File: src/hw/rtl/bmp_pixel_stream_to_rgb565_assert.svh
// assertion macros for the bmp pixel stream converter rtl
// no dependencies; empty bodies when SYNTHESIS is defined
`ifndef BMP_PIXEL_STREAM_TO_RGB565_ASSERT_SVH
`define BMP_PIXEL_STREAM_TO_RGB565_ASSERT_SVH
`ifndef SYNTHESIS
// same-cycle implication
`define BMPC_ASSERT_IMPLY(label, clk, rst_n, ante, cons) \
    label: assert property (@(posedge clk) disable iff (!rst_n) (ante) |-> (cons)) \
        else $error("assertion failed");
// next-cycle implication
`define BMPC_ASSERT_NEXT(label, clk, rst_n, ante, cons) \
    label: assert property (@(posedge clk) disable iff (!rst_n) (ante) |=> (cons)) \
        else $error("assertion failed");
`else
`define BMPC_ASSERT_IMPLY(label, clk, rst_n, ante, cons)
`define BMPC_ASSERT_NEXT(label, clk, rst_n, ante, cons)
`endif
`endif

File: src/hw/rtl/bmpc_pkg.sv
// shared constants, widths and types of the bmp pixel stream converter
// no dependencies
package bmpc_pkg;

    localparam int LINES_PER_BATCH = 8;
    localparam int MAX_WIDTH       = 4096;

    localparam int BPP_W   = 3;
    localparam int WREG_W  = 13;
    localparam int CFG_W   = 13;
    localparam int COL_W   = $clog2(MAX_WIDTH);
    localparam int EFFW_W  = COL_W + 1;
    localparam int LINE_W  = (LINES_PER_BATCH > 1) ? $clog2(LINES_PER_BATCH) : 1;

    typedef logic [BPP_W-1:0]  bpp_t;
    typedef logic [WREG_W-1:0] wreg_t;
    typedef logic [CFG_W-1:0]  cfg_data_t;
    typedef logic [COL_W-1:0]  col_t;
    typedef logic [EFFW_W-1:0] effw_t;
    typedef logic [LINE_W-1:0] line_t;

    typedef enum logic [1:0] {
        CFG_BYTES_PER_PIXEL = 2'd0,
        CFG_RGB555_SOURCE   = 2'd1,
        CFG_IMAGE_WIDTH     = 2'd2
    } cfg_index_t;

    // control from the top level to the pixel gatherer
    typedef struct packed {
        logic step;
        bpp_t bpp;
        logic rgb555;
    } gather_ctl_t;

    // status from the pixel gatherer
    typedef struct packed {
        logic pixel_done;
        logic mid_pixel;
    } gather_stat_t;

endpackage

File: src/hw/rtl/bmpc_pixel_gather.sv
// gathers pixel bytes and converts finished pixels to rgb565
// depends on bmpc_pkg
module bmpc_pixel_gather (
    input  logic                   clk,
    input  logic                   rst_n,
    input  bmpc_pkg::gather_ctl_t  ctl,
    input  logic [7:0]             data_byte,
    output bmpc_pkg::gather_stat_t stat,
    output logic [15:0]            color
);

    logic [1:0]  byte_position_reg;
    logic [1:0]  byte_position_next;
    logic [15:0] held_bytes_reg;
    logic [15:0] held_bytes_next;
    logic        done;

    // pixel completes once the byte index reaches size minus one
    assign done = ({1'b0, byte_position_reg} + 3'd1) >= ctl.bpp;

    assign stat.pixel_done = done;
    assign stat.mid_pixel  = (byte_position_reg != 2'd0);

    always_comb
    begin
        case (ctl.bpp)
            3'd2:
            begin
                if (ctl.rgb555)
                    color = {data_byte[6:0], held_bytes_reg[7:5], 1'b0, held_bytes_reg[4:0]};
                else
                    color = {data_byte, held_bytes_reg[7:0]};
            end
            3'd3:    color = {data_byte[7:3], held_bytes_reg[15:10], held_bytes_reg[7:3]};
            default: color = held_bytes_reg;
        endcase
    end

    always_comb
    begin
        byte_position_next = byte_position_reg;
        held_bytes_next    = held_bytes_reg;
        if (ctl.step)
        begin
            if (done)
            begin
                byte_position_next = 2'd0;
                held_bytes_next    = 16'd0;
            end
            else
            begin
                byte_position_next = byte_position_reg + 2'd1;
                case (byte_position_reg)
                    2'd0:    held_bytes_next = {8'd0, data_byte};
                    2'd1:    held_bytes_next = {data_byte, held_bytes_reg[7:0]};
                    // red of a 4-byte pixel: fold to rgb565, alpha still to come
                    default: held_bytes_next = {data_byte[7:3], held_bytes_reg[15:10],
                                                held_bytes_reg[7:3]};
                endcase
            end
        end
    end

    always_ff @(posedge clk or negedge rst_n)
    begin
        if (!rst_n)
        begin
            byte_position_reg <= 2'd0;
            held_bytes_reg    <= 16'd0;
        end
        else
        begin
            byte_position_reg <= byte_position_next;
            held_bytes_reg    <= held_bytes_next;
        end
    end

endmodule

File: src/hw/rtl/bmp_pixel_stream_to_rgb565.sv
// top level of the bmp pixel-data byte stream to rgb565 converter
// depends on bmpc_pkg, bmpc_pixel_gather and bmp_pixel_stream_to_rgb565_assert.svh
//
//   channel  dir  handshake         payload
//   in       in   in_valid/in_stall data_byte[7:0]
//   out      out  out_valid/out_stall pixel_rgb565[15:0], line_end, batch_end
//   cfg      in   cfg_write         cfg_index[1:0], cfg_data[12:0]
//
// one byte per cycle sustained while out_stall is low; a byte passes through the
// byte register, then the result register
// padding bytes and non-final pixel bytes give no item on the output
// reset (async, active low) clears all counters, the gatherer and valid flags
// out_stall reaches in_stall only while the byte register is full and the
// result register is held
`include "bmp_pixel_stream_to_rgb565_assert.svh"

module bmp_pixel_stream_to_rgb565 (
    input  logic        clk,
    input  logic        rst_n,
    // input byte channel
    input  logic        in_valid,
    output logic        in_stall,
    input  logic [7:0]  data_byte,
    // result channel
    output logic        out_valid,
    input  logic        out_stall,
    output logic [15:0] pixel_rgb565,
    output logic        line_end,
    output logic        batch_end,
    // configuration write port
    input  logic        cfg_write,
    input  logic [1:0]  cfg_index,
    input  logic [12:0] cfg_data
);

    // configuration registers
    bmpc_pkg::bpp_t  bytes_per_pixel_reg;
    logic            rgb555_source_reg;
    bmpc_pkg::wreg_t image_width_reg;

    // byte register
    logic       s1_valid_reg;
    logic [7:0] s1_byte_reg;

    // row and batch bookkeeping
    bmpc_pkg::col_t  pixel_column_reg;
    bmpc_pkg::col_t  pixel_column_next;
    logic [1:0]      padding_left_reg;
    logic [1:0]      padding_left_next;
    bmpc_pkg::line_t line_in_batch_reg;
    bmpc_pkg::line_t line_in_batch_next;

    // result register
    logic        out_valid_reg;
    logic [15:0] pixel_rgb565_reg;
    logic        line_end_reg;
    logic        batch_end_reg;

    // effective settings after clamping
    bmpc_pkg::bpp_t  eff_bpp;
    bmpc_pkg::effw_t eff_width;

    logic                   out_free;
    logic                   s1_move;
    logic                   skip_byte;
    logic                   row_done;
    logic                   batch_done;
    logic [1:0]             pad_prod;
    logic [15:0]            color;
    bmpc_pkg::gather_ctl_t  gctl;
    bmpc_pkg::gather_stat_t gstat;

    // clamp pixel size to 2..4
    always_comb
    begin
        if (bytes_per_pixel_reg < 3'd2)
            eff_bpp = 3'd2;
        else if (bytes_per_pixel_reg > 3'd4)
            eff_bpp = 3'd4;
        else
            eff_bpp = bytes_per_pixel_reg;
    end

    // clamp width to 1..max
    always_comb
    begin
        if (image_width_reg == '0)
            eff_width = bmpc_pkg::effw_t'(1);
        else if (int'(image_width_reg) > bmpc_pkg::MAX_WIDTH)
            eff_width = bmpc_pkg::effw_t'(bmpc_pkg::MAX_WIDTH);
        else
            eff_width = bmpc_pkg::effw_t'(image_width_reg);
    end

    // handshake: result register frees when empty or taken
    assign out_free  = !out_valid_reg || !out_stall;
    assign s1_move   = s1_valid_reg && out_free;
    assign in_stall  = s1_valid_reg && !out_free;
    assign skip_byte = (padding_left_reg != 2'd0);

    assign gctl.step   = s1_move && !skip_byte;
    assign gctl.bpp    = eff_bpp;
    assign gctl.rgb555 = rgb555_source_reg;

    bmpc_pixel_gather u_gather (
        .clk       (clk),
        .rst_n     (rst_n),
        .ctl       (gctl),
        .data_byte (s1_byte_reg),
        .stat      (gstat),
        .color     (color)
    );

    assign row_done   = (int'(pixel_column_reg) + 1) >= int'(eff_width);
    assign batch_done = (int'(line_in_batch_reg) + 1) >= bmpc_pkg::LINES_PER_BATCH;

    // row bytes mod 4 only depends on the low two bits of width and size
    assign pad_prod = 2'(eff_width[1:0] * eff_bpp[1:0]);

    always_comb
    begin
        pixel_column_next  = pixel_column_reg;
        padding_left_next  = padding_left_reg;
        line_in_batch_next = line_in_batch_reg;
        if (s1_move && skip_byte)
        begin
            padding_left_next = padding_left_reg - 2'd1;
        end
        else if (gctl.step && gstat.pixel_done)
        begin
            if (row_done)
            begin
                pixel_column_next = '0;
                padding_left_next = 2'd0 - pad_prod;
                if (batch_done)
                    line_in_batch_next = '0;
                else
                    line_in_batch_next = line_in_batch_reg + bmpc_pkg::line_t'(1);
            end
            else
            begin
                pixel_column_next = pixel_column_reg + bmpc_pkg::col_t'(1);
            end
        end
    end

    // configuration writes
    always_ff @(posedge clk or negedge rst_n)
    begin
        if (!rst_n)
        begin
            bytes_per_pixel_reg <= 3'd2;
            rgb555_source_reg   <= 1'b0;
            image_width_reg     <= bmpc_pkg::wreg_t'(1);
        end
        else if (cfg_write)
        begin
            case (bmpc_pkg::cfg_index_t'(cfg_index))
                bmpc_pkg::CFG_BYTES_PER_PIXEL: bytes_per_pixel_reg <= cfg_data[2:0];
                bmpc_pkg::CFG_RGB555_SOURCE:   rgb555_source_reg   <= cfg_data[0];
                bmpc_pkg::CFG_IMAGE_WIDTH:     image_width_reg     <= cfg_data;
                default:                       ;
            endcase
        end
    end

    // byte register, counters and valid flags
    always_ff @(posedge clk or negedge rst_n)
    begin
        if (!rst_n)
        begin
            s1_valid_reg      <= 1'b0;
            out_valid_reg     <= 1'b0;
            pixel_column_reg  <= '0;
            padding_left_reg  <= 2'd0;
            line_in_batch_reg <= '0;
        end
        else
        begin
            if (!in_stall)
                s1_valid_reg <= in_valid;
            if (out_free)
                out_valid_reg <= gctl.step && gstat.pixel_done;
            pixel_column_reg  <= pixel_column_next;
            padding_left_reg  <= padding_left_next;
            line_in_batch_reg <= line_in_batch_next;
        end
    end

    // payload registers
    always_ff @(posedge clk)
    begin
        if (!in_stall)
            s1_byte_reg <= data_byte;
        if (out_free)
        begin
            pixel_rgb565_reg <= color;
            line_end_reg     <= row_done;
            batch_end_reg    <= row_done && batch_done;
        end
    end

    assign out_valid    = out_valid_reg;
    assign pixel_rgb565 = pixel_rgb565_reg;
    assign line_end     = line_end_reg;
    assign batch_end    = batch_end_reg;

    // a batch only ends on the last pixel of a row
    `BMPC_ASSERT_IMPLY(a_batch_on_line, clk, rst_n, out_valid_reg && batch_end_reg, line_end_reg)
    // padding is only skipped between pixels
    `BMPC_ASSERT_IMPLY(a_pad_between, clk, rst_n, padding_left_reg != 2'd0, !gstat.mid_pixel)
    // line counter wraps before the batch size
    `BMPC_ASSERT_IMPLY(a_line_range, clk, rst_n, 1'b1,
        int'(line_in_batch_reg) < bmpc_pkg::LINES_PER_BATCH)
    // a held result is not replaced
    `BMPC_ASSERT_NEXT(a_out_hold, clk, rst_n, out_valid_reg && out_stall, out_valid_reg)

endmodule

File: config.mk
export PLATFORM = sky130hd
export DESIGN_NAME = bmp_pixel_stream_to_rgb565
export DESIGN_NICKNAME = d
export VERILOG_FILES = /design/src/hw/rtl/bmpc_pkg.sv /design/src/hw/rtl/bmpc_pixel_gather.sv /design/src/hw/rtl/bmp_pixel_stream_to_rgb565.sv
export VERILOG_INCLUDE_DIRS = /design/src /design/src/hw/rtl
export SDC_FILE = /design/constraint.sdc
export NUM_CORES = 1
export LEC_CHECK = 0
export ABC_AREA = 1
export BUFFER_PORTS_ARGS = -buffer_cell sky130_fd_sc_hd__buf_2
export CORE_MARGIN = 2
export CORE_UTILIZATION = 50
export CTS_BUF_LIST = sky130_fd_sc_hd__clkbuf_16
export DETAILED_ROUTE_END_ITERATION = 6
export PLACE_DENSITY = 0.7
export SYNTH_ARGS = -nofsm -noshare
export SYNTH_HDL_FRONTEND = slang
export SYNTH_SLANG_ARGS = --single-unit
File: constraint.sdc
create_clock -name clk -period 6.05 [get_ports clk]
set_input_delay 0.605 -clock clk [delete_from_list [all_inputs] [get_ports clk]]
set_output_delay 0.605 -clock clk [all_outputs]
set_load 0.03 [all_outputs]
==> results of run 1 <==
report_power, final:
part	switching [mW]	internal [mW]	total, mW
logic	0.556	0.258	0.814
clock network	0.216	0.403	0.620
registers	0.0973	0.741	0.838
total	0.869	1.40	2.27
metrics by stage:
| step | utilization (%) | hold WS [ns] | cells |
|---|---|---|---|
| after floorplan | - | 0.309 | 453 |
| after global placement | 55.1 | 0.479 | 596 |
| after detailed placement | 55.1 | 0.481 | 596 |
| after CTS | 59.4 | 0.436 | 612 |
| after global routing | 59.4 | 0.435 | 612 |
| final | 59.4 | 0.393 | 612 |
placed cells by master, fill, tap and decap left out, drive strengths merged:
master / Yosys / final
dfstp: 2 / 2
a31oi: 1 / 1
dfrtp: 52 / 52
mux2: 9 / 9
o21bai: 1 / 1
nor3: 2 / 2
clkinvlp: 0 / 1
a22oi: 8 / 8
o21ai: 37 / 37
nor2: 24 / 24
clkinv: 0 / 3
o22ai: 13 / 13
o221ai: 7 / 7
edfxtp: 26 / 26
xor2: 9 / 9
inv: 67 / 67
or2: 3 / 3
o211ai: 3 / 3
nand3b: 2 / 2
nand4: 2 / 2
clkbuf: 2 / 9
nand3: 20 / 20
a21oi: 11 / 11
bufinv: 0 / 3
buf: 8 / 48
nand2: 122 / 122
ha: 22 / 22
how the worst max path moves through the flow:
stage / endpoint / depth (start not counted) / from
5_1_grt: u_gather.held_bytes_reg[0]$_DFFE_PN0P_ / 8 / bytes_per_pixel_reg[1]$_DFFE_PN1P_
3_5_place_dp: u_gather.held_bytes_reg[0]$_DFFE_PN0P_ / 8 / bytes_per_pixel_reg[1]$_DFFE_PN1P_
4_1_cts: u_gather.held_bytes_reg[0]$_DFFE_PN0P_ / 8 / bytes_per_pixel_reg[1]$_DFFE_PN1P_
3_3_place_gp: u_gather.held_bytes_reg[2]$_DFFE_PN0P_ / 8 / bytes_per_pixel_reg[1]$_DFFE_PN1P_
2_1_floorplan: pixel_column_reg[8]$_DFFE_PN0P_ / 17 / pixel_column_reg[3]$_DFFE_PN0P_
6_report: u_gather.held_bytes_reg[0]$_DFFE_PN0P_ / 8 / bytes_per_pixel_reg[1]$_DFFE_PN1P_
critical path: stages (launching register included):
cell and delay, ns:
dfstp_2 0.53, nand2_1 0.06, nor2_2 0.51, ha_1 0.36, nand3_1 0.09, o211ai_2 0.11
nor2_1 0.58, nand2_1 0.38, o22ai_1 0.29
kinds of logic (layout without fill, tap and decap cells):
group,Yosys count,in the layout
AND/OR/NAND/NOR,175,175
AO/OA/AOI/OAI,81,81
flip-flops,80,80
buffers and inverters,77,131
adder cells (fa/ha/maj),22,22
XOR/XNOR,9,9
multiplexers,9,9
synth_stat cells (all sizes together):
library cell / number / area [sq um]
or2: 3 / 18.8
clkbuf: 2 / 7.51
nor2: 24 / 113
o221ai: 7 / 61.3
a21oi: 11 / 58.8
a31oi: 1 / 6.26
o22ai: 13 / 81.3
buf: 8 / 55.1
o211ai: 3 / 27.5
nand2: 122 / 480
nand3: 20 / 110
xor2: 9 / 86.3
nor3: 2 / 15.0
o21ai: 37 / 193
a22oi: 8 / 60.1
dfstp: 2 / 52.6
o21bai: 1 / 7.51
inv: 67 / 251
dfrtp: 52 / 1300
edfxtp: 26 / 781
ha: 22 / 275
nand4: 2 / 12.5
mux2: 9 / 101
nand3b: 2 / 15.0
layout make-up:
cell class	instances	area share, %
repair buffers	48	5.03
flip-flops and latches	80	44.2
inverters	67	5.21
clock buffers	9	4.66
well taps	105	2.72
clock inverters	7	2.49
multi-input cells	296	35.7
layer usage:
layer | global-route usage, % | up-vias | part of all wire, %
met5 | 0 | - | 0
li1 | - | 1595 | -
met3 | 5.30 | 22 | 7.1
met4 | 7.37 | 0 | 1.9
met1 | 28.9 | 1540 | 47
met2 | 31.9 | 96 | 44
==> impl_metrics.csv, run 1 <==
group,metric,value,unit
global_route,grt_overflow_total,0,
synthesis,synth_simple_gate_area_share,18.3,%
synthesis,syn_avg_cell_area,9.21,sq um
synthesis,synth_mux_area_share,2.43,%
cts,cts-root-buf,"clkbuf_16",
synthesis,ys_seq_area_share,51.2,%
synthesis,netlist_instances,453,
floorplan,std_cell_rows,33,
timing,setup_viol,0,
worst_setup_path,r2r_start,"bytes_per_pixel_reg[1]$_DFFE_PN1P_",
worst_setup_path,crit_path_start_kind,"flip-flop",
timing,max_freq,0.333,GHz
place,gp_congestion,0.881,
timing,tightest_slew,0.741,ns
worst_setup_path,r2r_slack,3.05,ns
synthesis,synthAdderAreaFrac,6.60,%
global_route,track_usage,20.9,%
floorplan,die_h,95.3,microns
place,hpwlAfterDp,6300,microns
timing,hold_violations,0,
route,routed_wl,8710,microns
finish,multi_input_area,1720,sq um
synthesis,synth_xor_area_share,2.07,%
cts,cts_setup_buffers,0,
global_route,grt_antenna_before_repair,0,
worst_setup_path,worst-setup-path-type,"flip-flop to flip-flop",
cts,cts.clk_slew.worst_paths,0.06,ns
timing,slew_headroom,50.4,%
worst_setup_path,rr_endpoint,"u_gather.held_bytes_reg[0]$_DFFE_PN0P_",
floorplan,die-area,9090,sq um
timing,fin_setup_tns,0,ns
worst_hold_path,hp-class,"primary input to async pin",
worst_setup_path,arrival,3.25,ns
finish,syn2layout_area_growth,15.7,%
route,final_antenna_net_count,0,
cts,cts_resized,0,
finish,fill_cells,706,
cts,ctsHtreeMaxLevel,3,
synthesis,syn-num-nets,503,
timing,finalCritPeriodShare,49.6,%
route,remaining_drc_errors,0,
flow_run,max_cap_violations,0,
cts,cts_tree,"built",
place,post-place-ws,3.14,ns
finish,fin_nets,552,
global_route,grt_max_degree,55,
synthesis,synth_compound_area_share,11.9,%
synthesis,synth_cell_types,38,
synthesis,synth.yosys.warnings,0,
synthesis,synth_seq_cells,80,
timing,drv_slew,0,
floorplan,start_util,51.3,%
route,firstDrtPassIters,4,
power,vdd_drop_max,0.205,mV
finish,seqCellArea,2130,sq um
route,drtIter0Drc,180,
finish,fin_area,4830,sq um
place,numPortBuffers,47,
route,vias,3253,
synthesis,synth_top_family_by_area,"simple AND/OR/NAND/NOR gates",
synthesis,syn_area,4170,sq um
finish,diodes,0,
worst_setup_path,crit_path_end_kind,"flip-flop",
timing,finalCriticalPeriod,3.00,ns
floorplan,die_x,95.3,microns
floorplan,ios,48,
power,finalPower,2.27,mW
global_route,grt_pass1_wl,14400,microns
global_route,grt_pass1_vias,3051,
outcome,status,"completed",
worst_setup_path,ff2ff_path_depth,8,
cts,clkSinkCount,80,
cts,cts_made_buffers,9,
cts,ctsHoldBuffers,0,
timing,fin_skew,0.00760,ns
place,dpl-instance-area,4480,sq um
route,post_drt_wl_per_cell,14.2,microns
route,avgViaCountPerCell,5.32,
power,power_density,471,nW/um^2
cts,cts_max_path_buffers,2,
power,power_leakage,2.39,nW
finish,final_layout_size_suffix_gt1_share,19.7,%
worst_setup_path,required,6.30,ns
floorplan,core-area,8130,sq um
timing,rsz0062_at_grt,"false",
timing,fin_ws,3.05,ns
cts,clk_latency,0.34,ns
worst_setup_path,cp_max_fo,17,
Power figures use the tool's default switching activity.
==> run 2: changes to the inputs <==
==> constraint.sdc (replaced) <==
create_clock -name clk -period 2.8 [get_ports clk]
set_input_delay 0.28 -clock clk [delete_from_list [all_inputs] [get_ports clk]]
set_output_delay 0.28 -clock clk [all_outputs]
set_load 0.03 [all_outputs]
==> impl_metrics.csv, run 2 (synthesized netlist as in run 1, its figures left out) <==
group,metric,value,unit
route,final_antenna_net_count,0,
worst_setup_path,crit_path_start_kind,"flip-flop",
place,hpwlAfterDp,5910,microns
floorplan,core-area,8130,sq um
route,vias,3214,
floorplan,std_cell_rows,33,
worst_setup_path,crit_path_end_kind,"flip-flop",
timing,slew_headroom,53.1,%
worst_hold_path,hp-class,"primary input to async pin",
cts,clk_latency,0.34,ns
place,dp.cells,599,
global_route,grt_pass1_wl,14000,microns
timing,finalCriticalPeriod,2.55,ns
finish,most-common-layout-cells,"nand2_1 (116), inv_1 (65), dfrtp_1 (52)",
floorplan,die-area,9090,sq um
finish,diodes,0,
place,gp_congestion,0.897,
global_route,grt_antenna_before_repair,0,
finish,seqCellArea,2130,sq um
cts,ctsHoldBuffers,0,
worst_setup_path,crit_buf_inv,3,
timing,hold_violations,0,
worst_setup_path,required,3.05,ns
finish,multi_input_area,1730,sq um
place,numPortBuffers,47,
cts,cts_tree,"built",
cts,cts_made_buffers,9,
finish,final_common_cell,"nand2_1",
place,dpl-instance-area,4510,sq um
timing,setup_viol,0,
worst_setup_path,critPathSlowestCell,"dfrtp_1",
finish,syn2layout_area_growth,15.4,%
global_route,grt_max_degree,55,
worst_setup_path,cpPeakStageDelay,0.38,ns
timing,tightest_slew,0.703,ns
timing,fin_setup_tns,0,ns
power,power_leakage,2.38,nW
power,finalPower,4.76,mW
flow_run,max_cap_violations,0,
outcome,status,"completed",
power,vdd_drop_max,0.482,mV
finish,post-route-util,59.2,%
timing,drv_slew,0,
route,avgViaCountPerCell,5.23,
worst_setup_path,worstPathCellList,"inv_1 -> nor3_2 -> nand4_1 -> nand2_1 -> inv_1 -> or2_2 -> ha_1 -> nand2_1 -> inv_1 -> nand2_1 -> nand2_1 -> a21oi_2 -> nand2_4 -> nor2_4 -> nand2_1 -> o21ai_0",
timing,max_freq,0.392,GHz
timing,fin_ws,0.247,ns
worst_setup_path,cp_max_fo,11,
floorplan,ios,48,
finish,fill_cells,682,
route,remaining_drc_errors,0,
cts,clkSinkCount,80,
place,post-place-ws,0.275,ns
cts,cts.clk_slew.worst_paths,0.06,ns
floorplan,die_h,95.3,microns
global_route,track_usage,20.3,%
finish,final_layout_size_suffix_gt1_share,20.6,%
timing,fin_hold_ws,0.0732,ns
timing,finalCritPeriodShare,91.2,%
worst_setup_path,crit_top_cell,"nand2_1",
timing,fin_skew,0.00657,ns
cts,cts-root-buf,"clkbuf_16",
finish,instances_no_fill,615,
floorplan,start_util,51.3,%
timing,rsz0062_at_grt,"false",
global_route,grt_overflow_total,0,
worst_setup_path,worst-setup-path-type,"flip-flop to flip-flop",
cts,cts_max_path_buffers,2,
worst_setup_path,arrival,2.80,ns
route,firstDrtPassIters,5,
route,post_drt_wl_per_cell,13.5,microns
finish,fin_area,4810,sq um
finish,fin_nets,555,
global_route,grt_pass1_vias,2923,
power,power_density,990,nW/um^2
worst_setup_path,crit_family,"simple AND/OR/NAND/NOR gates",
cts,ctsHtreeMaxLevel,3,
route,drtIter0Drc,167,
route,routed_wl,8330,microns
floorplan,die_x,95.3,microns
[run 2: changes by cell type in the layout (fill, tap and decap cells not counted), moves of 2 or more]
cell       previous run  this run
clkinv_4              2         0
inv_6                 0         3
bufinv_16             3         1
buf_4                 1         4
[run 2: power breakdown]
group | leakage [nW] | switching (mW) | internal, mW
Sequential | 0.979 | 0.207 | 1.60
Clock | 0.143 | 0.480 | 0.698
Combinational | 1.26 | 1.20 | 0.579
Total | 2.38 | 1.89 | 2.88
[run 2: layout make-up]
class,count,share of cell area (%)
well taps,105,2.73
clock buffers,9,4.68
repair buffers,51,5.51
inverters,67,5.23
flip-flops and latches,80,44.4
multi-input cells,296,35.9
clock inverters,7,1.59
[run 2: what timing repair did]
| item | 4_1_cts | 5_1_grt |
|---|---|---|
| resized for setup | 0 | 2 |
| buffers inserted | 0 | 0 |
| setup endpoints to repair | 0 | 3 |
[run 2: worst paths after layout]
| kind | startpoint | end | slack, ns | depth (start not counted) |
|---|---|---|---|---|
| setup / recovery | pixel_column_reg[3]$_DFFE_PN0P_ | pixel_column_reg[3]$_DFFE_PN0P_ | 0.25 | 16 |
| hold / removal | rst_n | pixel_column_reg[11]$_DFFE_PN0P_ | 0.07 | 2 |
| setup reg to reg | pixel_column_reg[3]$_DFFE_PN0P_ | pixel_column_reg[3]$_DFFE_PN0P_ | 0.25 | 16 |
| hold reg to reg | bytes_per_pixel_reg[0]$_DFFE_PN0P_ | bytes_per_pixel_reg[0]$_DFFE_PN0P_ | 0.49 | 2 |
| max in group asynchronous | rst_n | pixel_column_reg[8]$_DFFE_PN0P_ | 2.25 | 2 |
| min in group clk | data_byte[0] | s1_byte_reg[0]$_DFFE_PN_ | 0.12 | 1 |
[run 2: layer usage]
| metal | global-route usage, % | wire length, microns | vias to the layer above |
|---|---|---|---|
| li1 | - | - | 1604 |
| met1 | 30.5 | 4070 | 1499 |
| met4 | 8.82 | 126 | 0 |
| met3 | 3.32 | 519 | 15 |
| met5 | 0 | 0 | - |
| met2 | 28.9 | 3610 | 96 |
[run 2: worst reg2reg max path: cells and delay by family, from the launching register on]
family / cells / cell delay [ns]
simple gates: 10 / 1.38
fa+ha+maj: 1 / 0.29
buf+inv: 3 / 0.19
compound gates: 2 / 0.24
flops: 1 / 0.38
